==> src/hw/rtl/afeg_pkg.sv <==
package afeg_pkg;

	localparam int SAMPLE_BITS    = 24;
	localparam int GAIN_FRAC_BITS = 16;
	localparam int MAX_CHANNELS   = 8;

	localparam int GAIN_W   = GAIN_FRAC_BITS + 1;
	localparam int TIME_W   = 64;
	localparam int PERIOD_W = 30;
	localparam int CHAN_W   = 4;
	localparam int CIDX_W   = $clog2(MAX_CHANNELS) > 0 ? $clog2(MAX_CHANNELS) : 1;
	localparam int CFG_IDX_W = 3;
	localparam int CFG_DATA_W = 64;

	localparam int QUEUE_DEPTH = 2;
	localparam int QPTR_W = $clog2(QUEUE_DEPTH) > 0 ? $clog2(QUEUE_DEPTH) : 1;
	localparam int QCNT_W = $clog2(QUEUE_DEPTH + 1);

	localparam logic [GAIN_W-1:0] ONE_Q = GAIN_W'(1) << GAIN_FRAC_BITS;

	localparam logic [PERIOD_W-1:0] PERIOD_RESET   = PERIOD_W'(14700);
	localparam logic [CHAN_W-1:0]   CHANNELS_RESET = CHAN_W'(2);

	localparam logic [CFG_IDX_W-1:0] REG_FADE_IN_ON     = 3'd0;
	localparam logic [CFG_IDX_W-1:0] REG_FADE_IN_START  = 3'd1;
	localparam logic [CFG_IDX_W-1:0] REG_FADE_IN_END    = 3'd2;
	localparam logic [CFG_IDX_W-1:0] REG_FADE_OUT_ON    = 3'd3;
	localparam logic [CFG_IDX_W-1:0] REG_FADE_OUT_START = 3'd4;
	localparam logic [CFG_IDX_W-1:0] REG_FADE_OUT_END   = 3'd5;
	localparam logic [CFG_IDX_W-1:0] REG_FRAME_PERIOD   = 3'd6;
	localparam logic [CFG_IDX_W-1:0] REG_CHANNELS       = 3'd7;

	typedef struct packed {
		logic                fade_in_on;
		logic [TIME_W-1:0]   fade_in_start;
		logic [TIME_W-1:0]   fade_in_end;
		logic                fade_out_on;
		logic [TIME_W-1:0]   fade_out_start;
		logic [TIME_W-1:0]   fade_out_end;
		logic [PERIOD_W-1:0] frame_period;
		logic [CHAN_W-1:0]   channels;
	} cfg_t;

	// one classified sample on its way from front to back
	typedef struct packed {
		logic signed [SAMPLE_BITS-1:0] sample;
		logic                          failed;
		logic                          need_gain;
		logic [TIME_W-1:0]             frame_time;
	} item_t;

endpackage

==> src/hw/rtl/audio_fade_envelope_gain_core.sv <==
// A sample that reuses the frame gain passes from the queue through ST_IDLE and ST_EMIT
//   to the result register; the first sample of a frame computes a new envelope gain
//   through ST_IN, ST_DIV_IN, ST_OUT, ST_DIV_OUT and ST_GMUL before ST_EMIT.
// The back takes a new sample only once it is back in ST_IDLE; the 16-step restoring
//   divider runs once per active fade window.
// Reset (arst_n low, asynchronous): both queues empty, frame time, channel count and
//   frame gain cleared, registers at defaults (frame period 14700, two channels).
module audio_fade_envelope_gain_core (
	input  logic                                    clk,
	input  logic                                    arst_n,
	// configuration writes, taken whenever cfg_we is high
	input  logic                                    cfg_we,
	input  logic [afeg_pkg::CFG_IDX_W-1:0]          cfg_idx,
	input  logic [afeg_pkg::CFG_DATA_W-1:0]         cfg_wdata,
	// sample input, queue style
	input  logic                                    push,
	output logic                                    full,
	input  logic signed [afeg_pkg::SAMPLE_BITS-1:0] sample_in,
	input  logic                                    block_first,
	input  logic signed [afeg_pkg::TIME_W-1:0]      block_time,
	input  logic                                    upstream_failed,
	// result output, queue style
	output logic                                    empty,
	input  logic                                    pop,
	output logic signed [afeg_pkg::SAMPLE_BITS-1:0] sample_out,
	output logic [afeg_pkg::GAIN_W-1:0]             gain_used
);

	afeg_pkg::cfg_t  cfg_q;
	afeg_pkg::item_t fq_wr_data;
	afeg_pkg::item_t fq_rd_data;
	logic            fq_wr;
	logic            fq_full;
	logic            fq_rd;
	logic            fq_empty;

	// Register file. The user must change values only while the datapath is idle (the block
	// does not enforce this), so the front and back read them straight from here.
	always_ff @(posedge clk or negedge arst_n) begin
		if (!arst_n) begin
			cfg_q.fade_in_on     <= 1'b0;
			cfg_q.fade_in_start  <= '0;
			cfg_q.fade_in_end    <= '0;
			cfg_q.fade_out_on    <= 1'b0;
			cfg_q.fade_out_start <= '0;
			cfg_q.fade_out_end   <= '0;
			cfg_q.frame_period   <= afeg_pkg::PERIOD_RESET;
			cfg_q.channels       <= afeg_pkg::CHANNELS_RESET;
		end else if (cfg_we) begin
			case (cfg_idx)
				afeg_pkg::REG_FADE_IN_ON:     cfg_q.fade_in_on     <= cfg_wdata[0];
				afeg_pkg::REG_FADE_IN_START:  cfg_q.fade_in_start  <= cfg_wdata;
				afeg_pkg::REG_FADE_IN_END:    cfg_q.fade_in_end    <= cfg_wdata;
				afeg_pkg::REG_FADE_OUT_ON:    cfg_q.fade_out_on    <= cfg_wdata[0];
				afeg_pkg::REG_FADE_OUT_START: cfg_q.fade_out_start <= cfg_wdata;
				afeg_pkg::REG_FADE_OUT_END:   cfg_q.fade_out_end   <= cfg_wdata;
				afeg_pkg::REG_FRAME_PERIOD: begin
					cfg_q.frame_period <= cfg_wdata[afeg_pkg::PERIOD_W-1:0];
				end
				afeg_pkg::REG_CHANNELS: begin
					cfg_q.channels <= cfg_wdata[afeg_pkg::CHAN_W-1:0];
				end
				default: begin
				end
			endcase
		end
	end

	// Front: tracks frame time and channel position, tags each transaction with
	// the time of its frame and whether it opens a frame (needs a fresh gain).
	afeg_front u_front (
		.clk             (clk),
		.arst_n          (arst_n),
		.cfg             (cfg_q),
		.push            (push),
		.full            (full),
		.sample_in       (sample_in),
		.block_first     (block_first),
		.block_time      (block_time),
		.upstream_failed (upstream_failed),
		.q_full          (fq_full),
		.q_wr            (fq_wr),
		.q_data          (fq_wr_data)
	);

	// Short queue so the front keeps counting while the back sits in a divide.
	afeg_fifo u_fifo (
		.clk     (clk),
		.arst_n  (arst_n),
		.wr_en   (fq_wr),
		.wr_data (fq_wr_data),
		.full    (fq_full),
		.rd_en   (fq_rd),
		.rd_data (fq_rd_data),
		.empty   (fq_empty)
	);

	// Back: envelope gain (two ramp divides and a product), sample scaling and
	// the result register that faces the consumer.
	afeg_back u_back (
		.clk        (clk),
		.arst_n     (arst_n),
		.cfg        (cfg_q),
		.q_empty    (fq_empty),
		.q_data     (fq_rd_data),
		.q_rd       (fq_rd),
		.pop        (pop),
		.empty      (empty),
		.sample_out (sample_out),
		.gain_used  (gain_used)
	);

endmodule

==> src/hw/rtl/afeg_fifo.sv <==
module afeg_fifo (
	input  logic            clk,
	input  logic            arst_n,
	input  logic            wr_en,
	input  afeg_pkg::item_t wr_data,
	output logic            full,
	input  logic            rd_en,
	output afeg_pkg::item_t rd_data,
	output logic            empty
);

	afeg_pkg::item_t                  entries_q [afeg_pkg::QUEUE_DEPTH];
	logic [afeg_pkg::QPTR_W-1:0]      wr_ptr_q;
	logic [afeg_pkg::QPTR_W-1:0]      rd_ptr_q;
	logic [afeg_pkg::QCNT_W-1:0]      count_q;
	logic                             do_wr;
	logic                             do_rd;

	assign full    = (count_q == afeg_pkg::QCNT_W'(afeg_pkg::QUEUE_DEPTH));
	assign empty   = (count_q == '0);
	assign do_wr   = wr_en && !full;
	assign do_rd   = rd_en && !empty;
	assign rd_data = entries_q[rd_ptr_q];

	always_ff @(posedge clk) begin
		if (do_wr) begin
			entries_q[wr_ptr_q] <= wr_data;
		end
	end

	always_ff @(posedge clk or negedge arst_n) begin
		if (!arst_n) begin
			wr_ptr_q <= '0;
			rd_ptr_q <= '0;
			count_q  <= '0;
		end else begin
			if (do_wr) begin
				if (wr_ptr_q == afeg_pkg::QPTR_W'(afeg_pkg::QUEUE_DEPTH - 1)) begin
					wr_ptr_q <= '0;
				end else begin
					wr_ptr_q <= wr_ptr_q + 1'b1;
				end
			end
			if (do_rd) begin
				if (rd_ptr_q == afeg_pkg::QPTR_W'(afeg_pkg::QUEUE_DEPTH - 1)) begin
					rd_ptr_q <= '0;
				end else begin
					rd_ptr_q <= rd_ptr_q + 1'b1;
				end
			end
			if (do_wr && !do_rd) begin
				count_q <= count_q + 1'b1;
			end else if (do_rd && !do_wr) begin
				count_q <= count_q - 1'b1;
			end
		end
	end

endmodule

==> src/hw/rtl/afeg_front.sv <==
module afeg_front (
	input  logic                                 clk,
	input  logic                                 arst_n,
	input  afeg_pkg::cfg_t                       cfg,
	input  logic                                 push,
	output logic                                 full,
	input  logic signed [afeg_pkg::SAMPLE_BITS-1:0] sample_in,
	input  logic                                 block_first,
	input  logic [afeg_pkg::TIME_W-1:0]          block_time,
	input  logic                                 upstream_failed,
	input  logic                                 q_full,
	output logic                                 q_wr,
	output afeg_pkg::item_t                      q_data
);

	logic [afeg_pkg::TIME_W-1:0] time_q;
	logic [afeg_pkg::CIDX_W-1:0] cidx_q;
	logic [afeg_pkg::TIME_W-1:0] time_cur;
	logic [afeg_pkg::CIDX_W-1:0] cidx_cur;
	logic [afeg_pkg::CHAN_W-1:0] ch_eff;
	logic [afeg_pkg::CHAN_W:0]   cidx_inc;
	logic                        frame_end;

	assign full = q_full;
	assign q_wr = push && !q_full;

	always_comb begin
		if (cfg.channels == '0) begin
			ch_eff = afeg_pkg::CHAN_W'(1);
		end else if (cfg.channels > afeg_pkg::CHAN_W'(afeg_pkg::MAX_CHANNELS)) begin
			ch_eff = afeg_pkg::CHAN_W'(afeg_pkg::MAX_CHANNELS);
		end else begin
			ch_eff = cfg.channels;
		end
	end

	assign time_cur  = block_first ? block_time : time_q;
	assign cidx_cur  = block_first ? '0 : cidx_q;
	assign cidx_inc  = (afeg_pkg::CHAN_W + 1)'(cidx_cur) + 1'b1;
	assign frame_end = (cidx_inc >= {1'b0, ch_eff});

	always_comb begin
		q_data.sample     = sample_in;
		q_data.failed     = upstream_failed;
		q_data.need_gain  = (cidx_cur == '0);
		q_data.frame_time = time_cur;
	end

	always_ff @(posedge clk or negedge arst_n) begin
		if (!arst_n) begin
			time_q <= '0;
			cidx_q <= '0;
		end else if (q_wr) begin
			if (frame_end) begin
				cidx_q <= '0;
				time_q <= time_cur + afeg_pkg::TIME_W'(cfg.frame_period);
			end else begin
				cidx_q <= cidx_inc[afeg_pkg::CIDX_W-1:0];
				time_q <= time_cur;
			end
		end
	end

endmodule

==> src/hw/rtl/afeg_back.sv <==
module afeg_back (
	input  logic                                  clk,
	input  logic                                  arst_n,
	input  afeg_pkg::cfg_t                        cfg,
	input  logic                                  q_empty,
	input  afeg_pkg::item_t                       q_data,
	output logic                                  q_rd,
	input  logic                                  pop,
	output logic                                  empty,
	output logic signed [afeg_pkg::SAMPLE_BITS-1:0] sample_out,
	output logic [afeg_pkg::GAIN_W-1:0]           gain_used
);

	localparam logic [2:0] ST_IDLE    = 3'd0;
	localparam logic [2:0] ST_IN      = 3'd1;
	localparam logic [2:0] ST_DIV_IN  = 3'd2;
	localparam logic [2:0] ST_OUT     = 3'd3;
	localparam logic [2:0] ST_DIV_OUT = 3'd4;
	localparam logic [2:0] ST_GMUL    = 3'd5;
	localparam logic [2:0] ST_EMIT    = 3'd6;

	localparam int CNT_W  = $clog2(afeg_pkg::GAIN_FRAC_BITS);
	localparam int GPROD_W = 2 * afeg_pkg::GAIN_W;
	localparam int SPROD_W = afeg_pkg::SAMPLE_BITS + afeg_pkg::GAIN_W + 1;

	logic [2:0]                             state_q;
	logic signed [afeg_pkg::SAMPLE_BITS-1:0] cur_sample_q;
	logic                                   cur_failed_q;
	logic [afeg_pkg::TIME_W-1:0]            cur_time_q;
	logic [afeg_pkg::GAIN_W-1:0]            gin_q;
	logic [afeg_pkg::GAIN_W-1:0]            gout_q;
	logic [afeg_pkg::GAIN_W-1:0]            gain_q;
	logic [afeg_pkg::TIME_W-1:0]            num_q;
	logic [afeg_pkg::TIME_W-1:0]            den_q;
	logic [afeg_pkg::GAIN_FRAC_BITS-1:0]    quo_q;
	logic [CNT_W-1:0]                       cnt_q;
	logic                                   res_valid_q;
	logic signed [afeg_pkg::SAMPLE_BITS-1:0] res_sample_q;
	logic [afeg_pkg::GAIN_W-1:0]            res_gain_q;

	logic                                   win_on;
	logic [afeg_pkg::TIME_W-1:0]            win_start;
	logic [afeg_pkg::TIME_W-1:0]            win_end;
	logic                                   lt_start;
	logic                                   lt_end;
	logic [afeg_pkg::TIME_W:0]              rem_shift;
	logic [afeg_pkg::TIME_W:0]              rem_sub;
	logic                                   rem_ge;
	logic [afeg_pkg::TIME_W-1:0]            num_next;
	logic [afeg_pkg::GAIN_FRAC_BITS-1:0]    quo_next;
	logic                                   div_last;
	logic [GPROD_W-1:0]                     gprod;
	logic signed [SPROD_W-1:0]              sprod;
	logic                                   emit_ok;

	// one comparator pair shared by the fade-in and fade-out windows
	assign win_on    = (state_q == ST_OUT) ? cfg.fade_out_on : cfg.fade_in_on;
	assign win_start = (state_q == ST_OUT) ? cfg.fade_out_start : cfg.fade_in_start;
	assign win_end   = (state_q == ST_OUT) ? cfg.fade_out_end : cfg.fade_in_end;
	assign lt_start  = $signed(cur_time_q) < $signed(win_start);
	assign lt_end    = $signed(cur_time_q) < $signed(win_end);

	// restoring divide, one quotient bit per cycle
	assign rem_shift = {num_q, 1'b0};
	assign rem_sub   = rem_shift - {1'b0, den_q};
	assign rem_ge    = rem_shift >= {1'b0, den_q};
	assign num_next  = rem_ge ? rem_sub[afeg_pkg::TIME_W-1:0] : rem_shift[afeg_pkg::TIME_W-1:0];
	assign quo_next  = {quo_q[afeg_pkg::GAIN_FRAC_BITS-2:0], rem_ge};
	assign div_last  = (cnt_q == CNT_W'(afeg_pkg::GAIN_FRAC_BITS - 1));

	assign gprod = GPROD_W'(gin_q) * GPROD_W'(gout_q);
	assign sprod = SPROD_W'(cur_sample_q) * SPROD_W'($signed({1'b0, gain_q}));

	assign q_rd    = (state_q == ST_IDLE) && !q_empty;
	assign emit_ok = (state_q == ST_EMIT) && (!res_valid_q || pop);

	always_ff @(posedge clk) begin
		case (state_q)
			ST_IDLE: begin
				cur_sample_q <= q_data.sample;
				cur_failed_q <= q_data.failed;
				cur_time_q   <= q_data.frame_time;
			end
			ST_IN, ST_OUT: begin
				num_q <= cur_time_q - win_start;
				den_q <= win_end - win_start;
				quo_q <= '0;
				cnt_q <= '0;
			end
			ST_DIV_IN, ST_DIV_OUT: begin
				num_q <= num_next;
				quo_q <= quo_next;
				cnt_q <= cnt_q + 1'b1;
			end
			default: begin
			end
		endcase
		if (state_q == ST_IN) begin
			if (!win_on) begin
				gin_q <= afeg_pkg::ONE_Q;
			end else if (lt_start) begin
				gin_q <= '0;
			end else begin
				gin_q <= afeg_pkg::ONE_Q;
			end
		end else if (state_q == ST_DIV_IN && div_last) begin
			gin_q <= afeg_pkg::GAIN_W'(quo_next);
		end
		if (state_q == ST_OUT) begin
			if (!win_on || lt_start) begin
				gout_q <= afeg_pkg::ONE_Q;
			end else begin
				gout_q <= '0;
			end
		end else if (state_q == ST_DIV_OUT && div_last) begin
			gout_q <= afeg_pkg::ONE_Q - afeg_pkg::GAIN_W'(quo_next);
		end
		if (emit_ok) begin
			if (cur_failed_q) begin
				res_sample_q <= '0;
				res_gain_q   <= '0;
			end else begin
				res_sample_q <= sprod[afeg_pkg::GAIN_FRAC_BITS +: afeg_pkg::SAMPLE_BITS];
				res_gain_q   <= gain_q;
			end
		end
	end

	always_ff @(posedge clk or negedge arst_n) begin
		if (!arst_n) begin
			state_q     <= ST_IDLE;
			gain_q      <= '0;
			res_valid_q <= 1'b0;
		end else begin
			case (state_q)
				ST_IDLE: begin
					if (!q_empty) begin
						state_q <= q_data.need_gain ? ST_IN : ST_EMIT;
					end
				end
				ST_IN: begin
					if (win_on && !lt_start && lt_end) begin
						state_q <= ST_DIV_IN;
					end else begin
						state_q <= ST_OUT;
					end
				end
				ST_DIV_IN: begin
					if (div_last) begin
						state_q <= ST_OUT;
					end
				end
				ST_OUT: begin
					if (win_on && !lt_start && lt_end) begin
						state_q <= ST_DIV_OUT;
					end else begin
						state_q <= ST_GMUL;
					end
				end
				ST_DIV_OUT: begin
					if (div_last) begin
						state_q <= ST_GMUL;
					end
				end
				ST_GMUL: begin
					gain_q  <= gprod[afeg_pkg::GAIN_FRAC_BITS +: afeg_pkg::GAIN_W];
					state_q <= ST_EMIT;
				end
				ST_EMIT: begin
					if (emit_ok) begin
						state_q <= ST_IDLE;
					end
				end
				default: begin
					state_q <= ST_IDLE;
				end
			endcase
			if (emit_ok) begin
				res_valid_q <= 1'b1;
			end else if (pop) begin
				res_valid_q <= 1'b0;
			end
		end
	end

	assign empty      = !res_valid_q;
	assign sample_out = res_sample_q;
	assign gain_used  = res_gain_q;

endmodule

==> config.mk <==
export PLATFORM = sky130hd
export DESIGN_NAME = audio_fade_envelope_gain_core
export DESIGN_NICKNAME = d
export VERILOG_FILES = /design/src/hw/rtl/afeg_pkg.sv /design/src/hw/rtl/audio_fade_envelope_gain_core.sv /design/src/hw/rtl/afeg_fifo.sv /design/src/hw/rtl/afeg_front.sv /design/src/hw/rtl/afeg_back.sv
export SDC_FILE = /design/constraint.sdc
export NUM_CORES = 2
export LEC_CHECK = 0
export BUFFER_PORTS_ARGS = -buffer_cell sky130_fd_sc_hd__buf_4
export CAP_MARGIN = 20
export CORE_MARGIN = 1
export CORE_UTILIZATION = 36
export CTS_CLUSTER_DIAMETER = 30
export CTS_CLUSTER_SIZE = 30
export DETAILED_ROUTE_END_ITERATION = 12
export SYNTH_ARGS = -nofsm -noshare
export SYNTH_HDL_FRONTEND = slang
export SYNTH_SLANG_ARGS = --single-unit
==> constraint.sdc <==
create_clock -name clk -period 8.5 [get_ports clk]
set_clock_uncertainty 0.05 [all_clocks]
set_input_delay 0.425 -clock clk [delete_from_list [all_inputs] [get_ports clk]]
set_output_delay 0.425 -clock clk [all_outputs]
set_load 0.02 [all_outputs]
==> impl_metrics.tcl <==
set metrics [dict create \
    reg2regPathDepth 21 \
    worstSetupEndpointType "flip-flop" \
    synth-xor-area-share_pct 3.60 \
    crit_chain "and2_1 -> fa_1 -> inv_1 -> fa_1 -> fa_1 -> inv_1 -> fa_1 -> fa_1 -> inv_1 -> fa_1 -> inv_1 -> ha_1 -> a21o_1 -> a21o_1 -> a211oi_1 -> o21ai_0 -> o21ai_0 -> a21oi_1 -> or3_1 -> a211oi_1 -> nor3_1" \
    gp_congestion 0.892 \
    synthCells 6927 \
    clk_pin_slew_ns 0.05 \
    crit_cells 21 \
    drc 0 \
    slowest_stage "dfrtp_1" \
    tightest_slew_ns 1.14 \
    ys_seq_area_share_pct 33.9 \
    layout_commonest_cell "inv_1" \
    core_mm2 0.198 \
    synth_cell_types 93 \
    fmax_mhz 133 \
    path_buf_inv 4 \
    grt_max_degree 157 \
    rsz0062_at_grt "false" \
    start_util_pct 36.3 \
    port_buffers 204 \
    cpPeakStageDelay_ns 0.74 \
    slew_headroom_pct 24.3 \
    worstPathMaxFanout 26 \
    post-cts-setup-buffer-count 0 \
    synth_top_area_share_pct 20.5 \
    chipHeight_um 449 \
    hold_class "in -> reg" \
    drt_iter0_markers 2893 \
    synth-compound-area-share_pct 9.92 \
    highest_layer "met5" \
    hold_violations 0 \
    synth_nets 8190 \
    numCtsBuffers 209 \
    clk_path_buf_depth 3 \
    post-route-period-util_pct 88.5 \
    drive_gt1_share_pct 15.0 \
    startpoint_type "flip-flop" \
    synthTopCellsByArea "edfxtp_1, fa_1, dfrtp_1" \
    setup_tns_ns 0 \
    fin_crit_ns 7.52 \
    synthMuxAreaShare_pct 8.83 \
    multiInputGateArea_mm2 0.0430 \
    final_cell_mix "inv_1, nand2_1, fa_1" \
    ios 205 \
    fill_cells 18797 \
    arrival_ns 8.00 \
    drt_wl_total_mm 185 \
    grt_pass1_wl_mm 297 \
    yosys.area_share.simple_pct 11.7 \
    vias 50929 \
    maxCapViolCount 0 \
    wl_met1_mm 83.2 \
    synthesis.area_mm2 0.0718 \
    avgRoutedWirePerCell_um 18.3 \
    crit_family "adder cells" \
    ant_nets 0 \
    yosys.area.top_type "edfxtp_1" \
    syn_area_per_cell_um2 10.4 \
    grt.total_usage_pct 18.4 \
    status "complete, no violations" \
    layout-area-overhead-vs-synth_pct 18.8 \
    row_count 163 \
    dieArea_mm2 0.201 \
    synth_edf_count 491 \
    yosys.area_share.adder_pct 25.6 \
    worstSetupPathType "reg -> reg" \
    die_w_um 449 \
    grt-ovfl-total 0 \
    cts-root-buf "clkbuf_16" \
    setup_violations 0 \
    wl_met3_mm 7.56 \
    drt_pass1_iterations 6 \
    ys_warn_count 0 \
    hold_depth 3 \
    insertion_delay_ns 0.85 \
    dr_wl_met2_mm 90.4 \
    cp.required_ns 8.98 \
    timing.critical_path.mode_cell "fa_1" \
    nets 8539 \
    drv_slew 0 \
    synth_top_family_by_area "adder cells" \
    antenna_found_initial 4 \
    vias_per_cell 5.04 \
    tritoncts "yes" \
    clkSinkCount 875 \
    grt_pass1_vias 54048 \
    place_hpwl_mm 140 \
    seqCellArea_mm2 0.0244 \
    async_flop_share_pct 43.9 \
    ys_ff_latch 875 \
    ys.flop_type "edfxtp_1" \
    h-tree-depth 4 \
]
-- path summary, 6_finish.rpt --
kind                                          startpoint                                   to  slack, ns
max                         u_back.gain_q[8]$_DFFE_PN0N_  u_back.sample_out[22]$_SDFFCE_PP0P_       0.98
min                                               cfg_we                 cfg_q[2]$_DFFE_PN0P_       0.09
max reg2reg                 u_back.gain_q[8]$_DFFE_PN0N_  u_back.sample_out[22]$_SDFFCE_PP0P_       0.98
min reg2reg                u_front.time_q[3]$_DFFE_PN0P_        u_front.time_q[3]$_DFFE_PN0P_       0.42
max in group asynchronous                         arst_n          u_fifo.rd_ptr_q$_DFFE_PN0P_       6.54
min in group asynchronous                         arst_n       u_front.time_q[60]$_DFFE_PN0P_       0.12
-- layout make-up --
type	count	area share, %
Inverter	920	4.05
Tap cell	2640	3.87
Antenna cell	2	0.00587
Multi-Input combinational cell	4841	50.4
Sequential cell	875	28.6
Timing Repair Buffer	429	4.34
Clock inverter	137	2.23
Clock buffer	260	6.58
-- kinds of logic (layout without fill, tap and decap cells) --
| family | Yosys count | count (layout) |
|---|---|---|
| adders and majority gates | 1101 | 1101 |
| buffers and inverters | 1211 | 1746 |
| other | 0 | 2 |
| xor gates and xnor gates | 295 | 295 |
| and+or+nand+nor | 1754 | 1754 |
| AOI/OAI and AO/OA | 1111 | 1111 |
| muxes | 580 | 580 |
| DFF | 875 | 875 |
-- repair_timing --
item,CTS,global route
hold buffers,157,0
hold endpoints to repair,602,0
setup endpoints to repair,0,0
gates resized for setup,0,0
-- registers in the layout, indices dropped and copies added, names as in the netlist, 3 cells and up --
| name | flops |
|---|---|
| u_back.num_q | 64 |
| u_back.quo_q | 15 |
| u_back.gout_q | 17 |
| u_back.cur_sample_q | 24 |
| u_back.sample_out | 24 |
| u_back.gain_used | 17 |
| u_back.state_q | 3 |
| cfg_q | 292 |
| u_back.gain_q | 17 |
| u_back.den_q | 64 |
| u_front.time_q | 64 |
| u_back.gin_q | 17 |
| u_back.cur_time_q | 64 |
| u_fifo.entries_q | 180 |
| u_front.cidx_q | 3 |
| u_back.cnt_q | 4 |
-- routing by layer --
| layer | up-vias | global-route usage (%) |
|---|---|---|
| met5 | - | 0 |
| met4 | 2 | 4.61 |
| met3 | 280 | 2.68 |
| met2 | 1111 | 31.4 |
| met1 | 25467 | 24.3 |
| li1 | 24069 | - |
-- per-stage QoR --
stage / hold WS [ns] / instance area [um^2] / std cells / setup WS (ns) / util, %
final: 0.0922 / 85300 / 10104 / 0.980 / 43.1
after global routing: 0.0527 / 85300 / 10103 / 0.560 / 43.1
after CTS: 0.0270 / 85300 / 10100 / 1.00 / 43.1
after detailed placement: 0.418 / 76200 / 9546 / 1.03 / 38.5
after global placement: 0.405 / 76200 / 9546 / 1.13 / 38.5
after floorplan: 0.0794 / 71800 / 6927 / 1.05 / -
-- tightest hold or removal path, delay by kind of cell --
kind,cells,cell delay (ns)
multiplexers,1,0.18
AND/OR/NAND/NOR,1,0.19
buffers and inverters,1,0.13
-- Yosys cell counts (61+ instances only) --
cell type / number
a21o_1: 173
a21oi_1: 318
and2_1: 338
clkbuf_1: 240
dfrtp_1: 375
edfxtp_1: 491
fa_1: 612
ha_1: 489
inv_1: 918
mux2_2: 429
mux2i_1: 151
nand2_1: 725
nand3_1: 77
nor2_1: 250
nor2b_1: 83
nor3_1: 61
o21ai_0: 218
xnor2_1: 186
xor2_1: 109
Power is not shown: default switching activity piles up to over one toggle a cycle in this logic, so the estimate is an artifact.
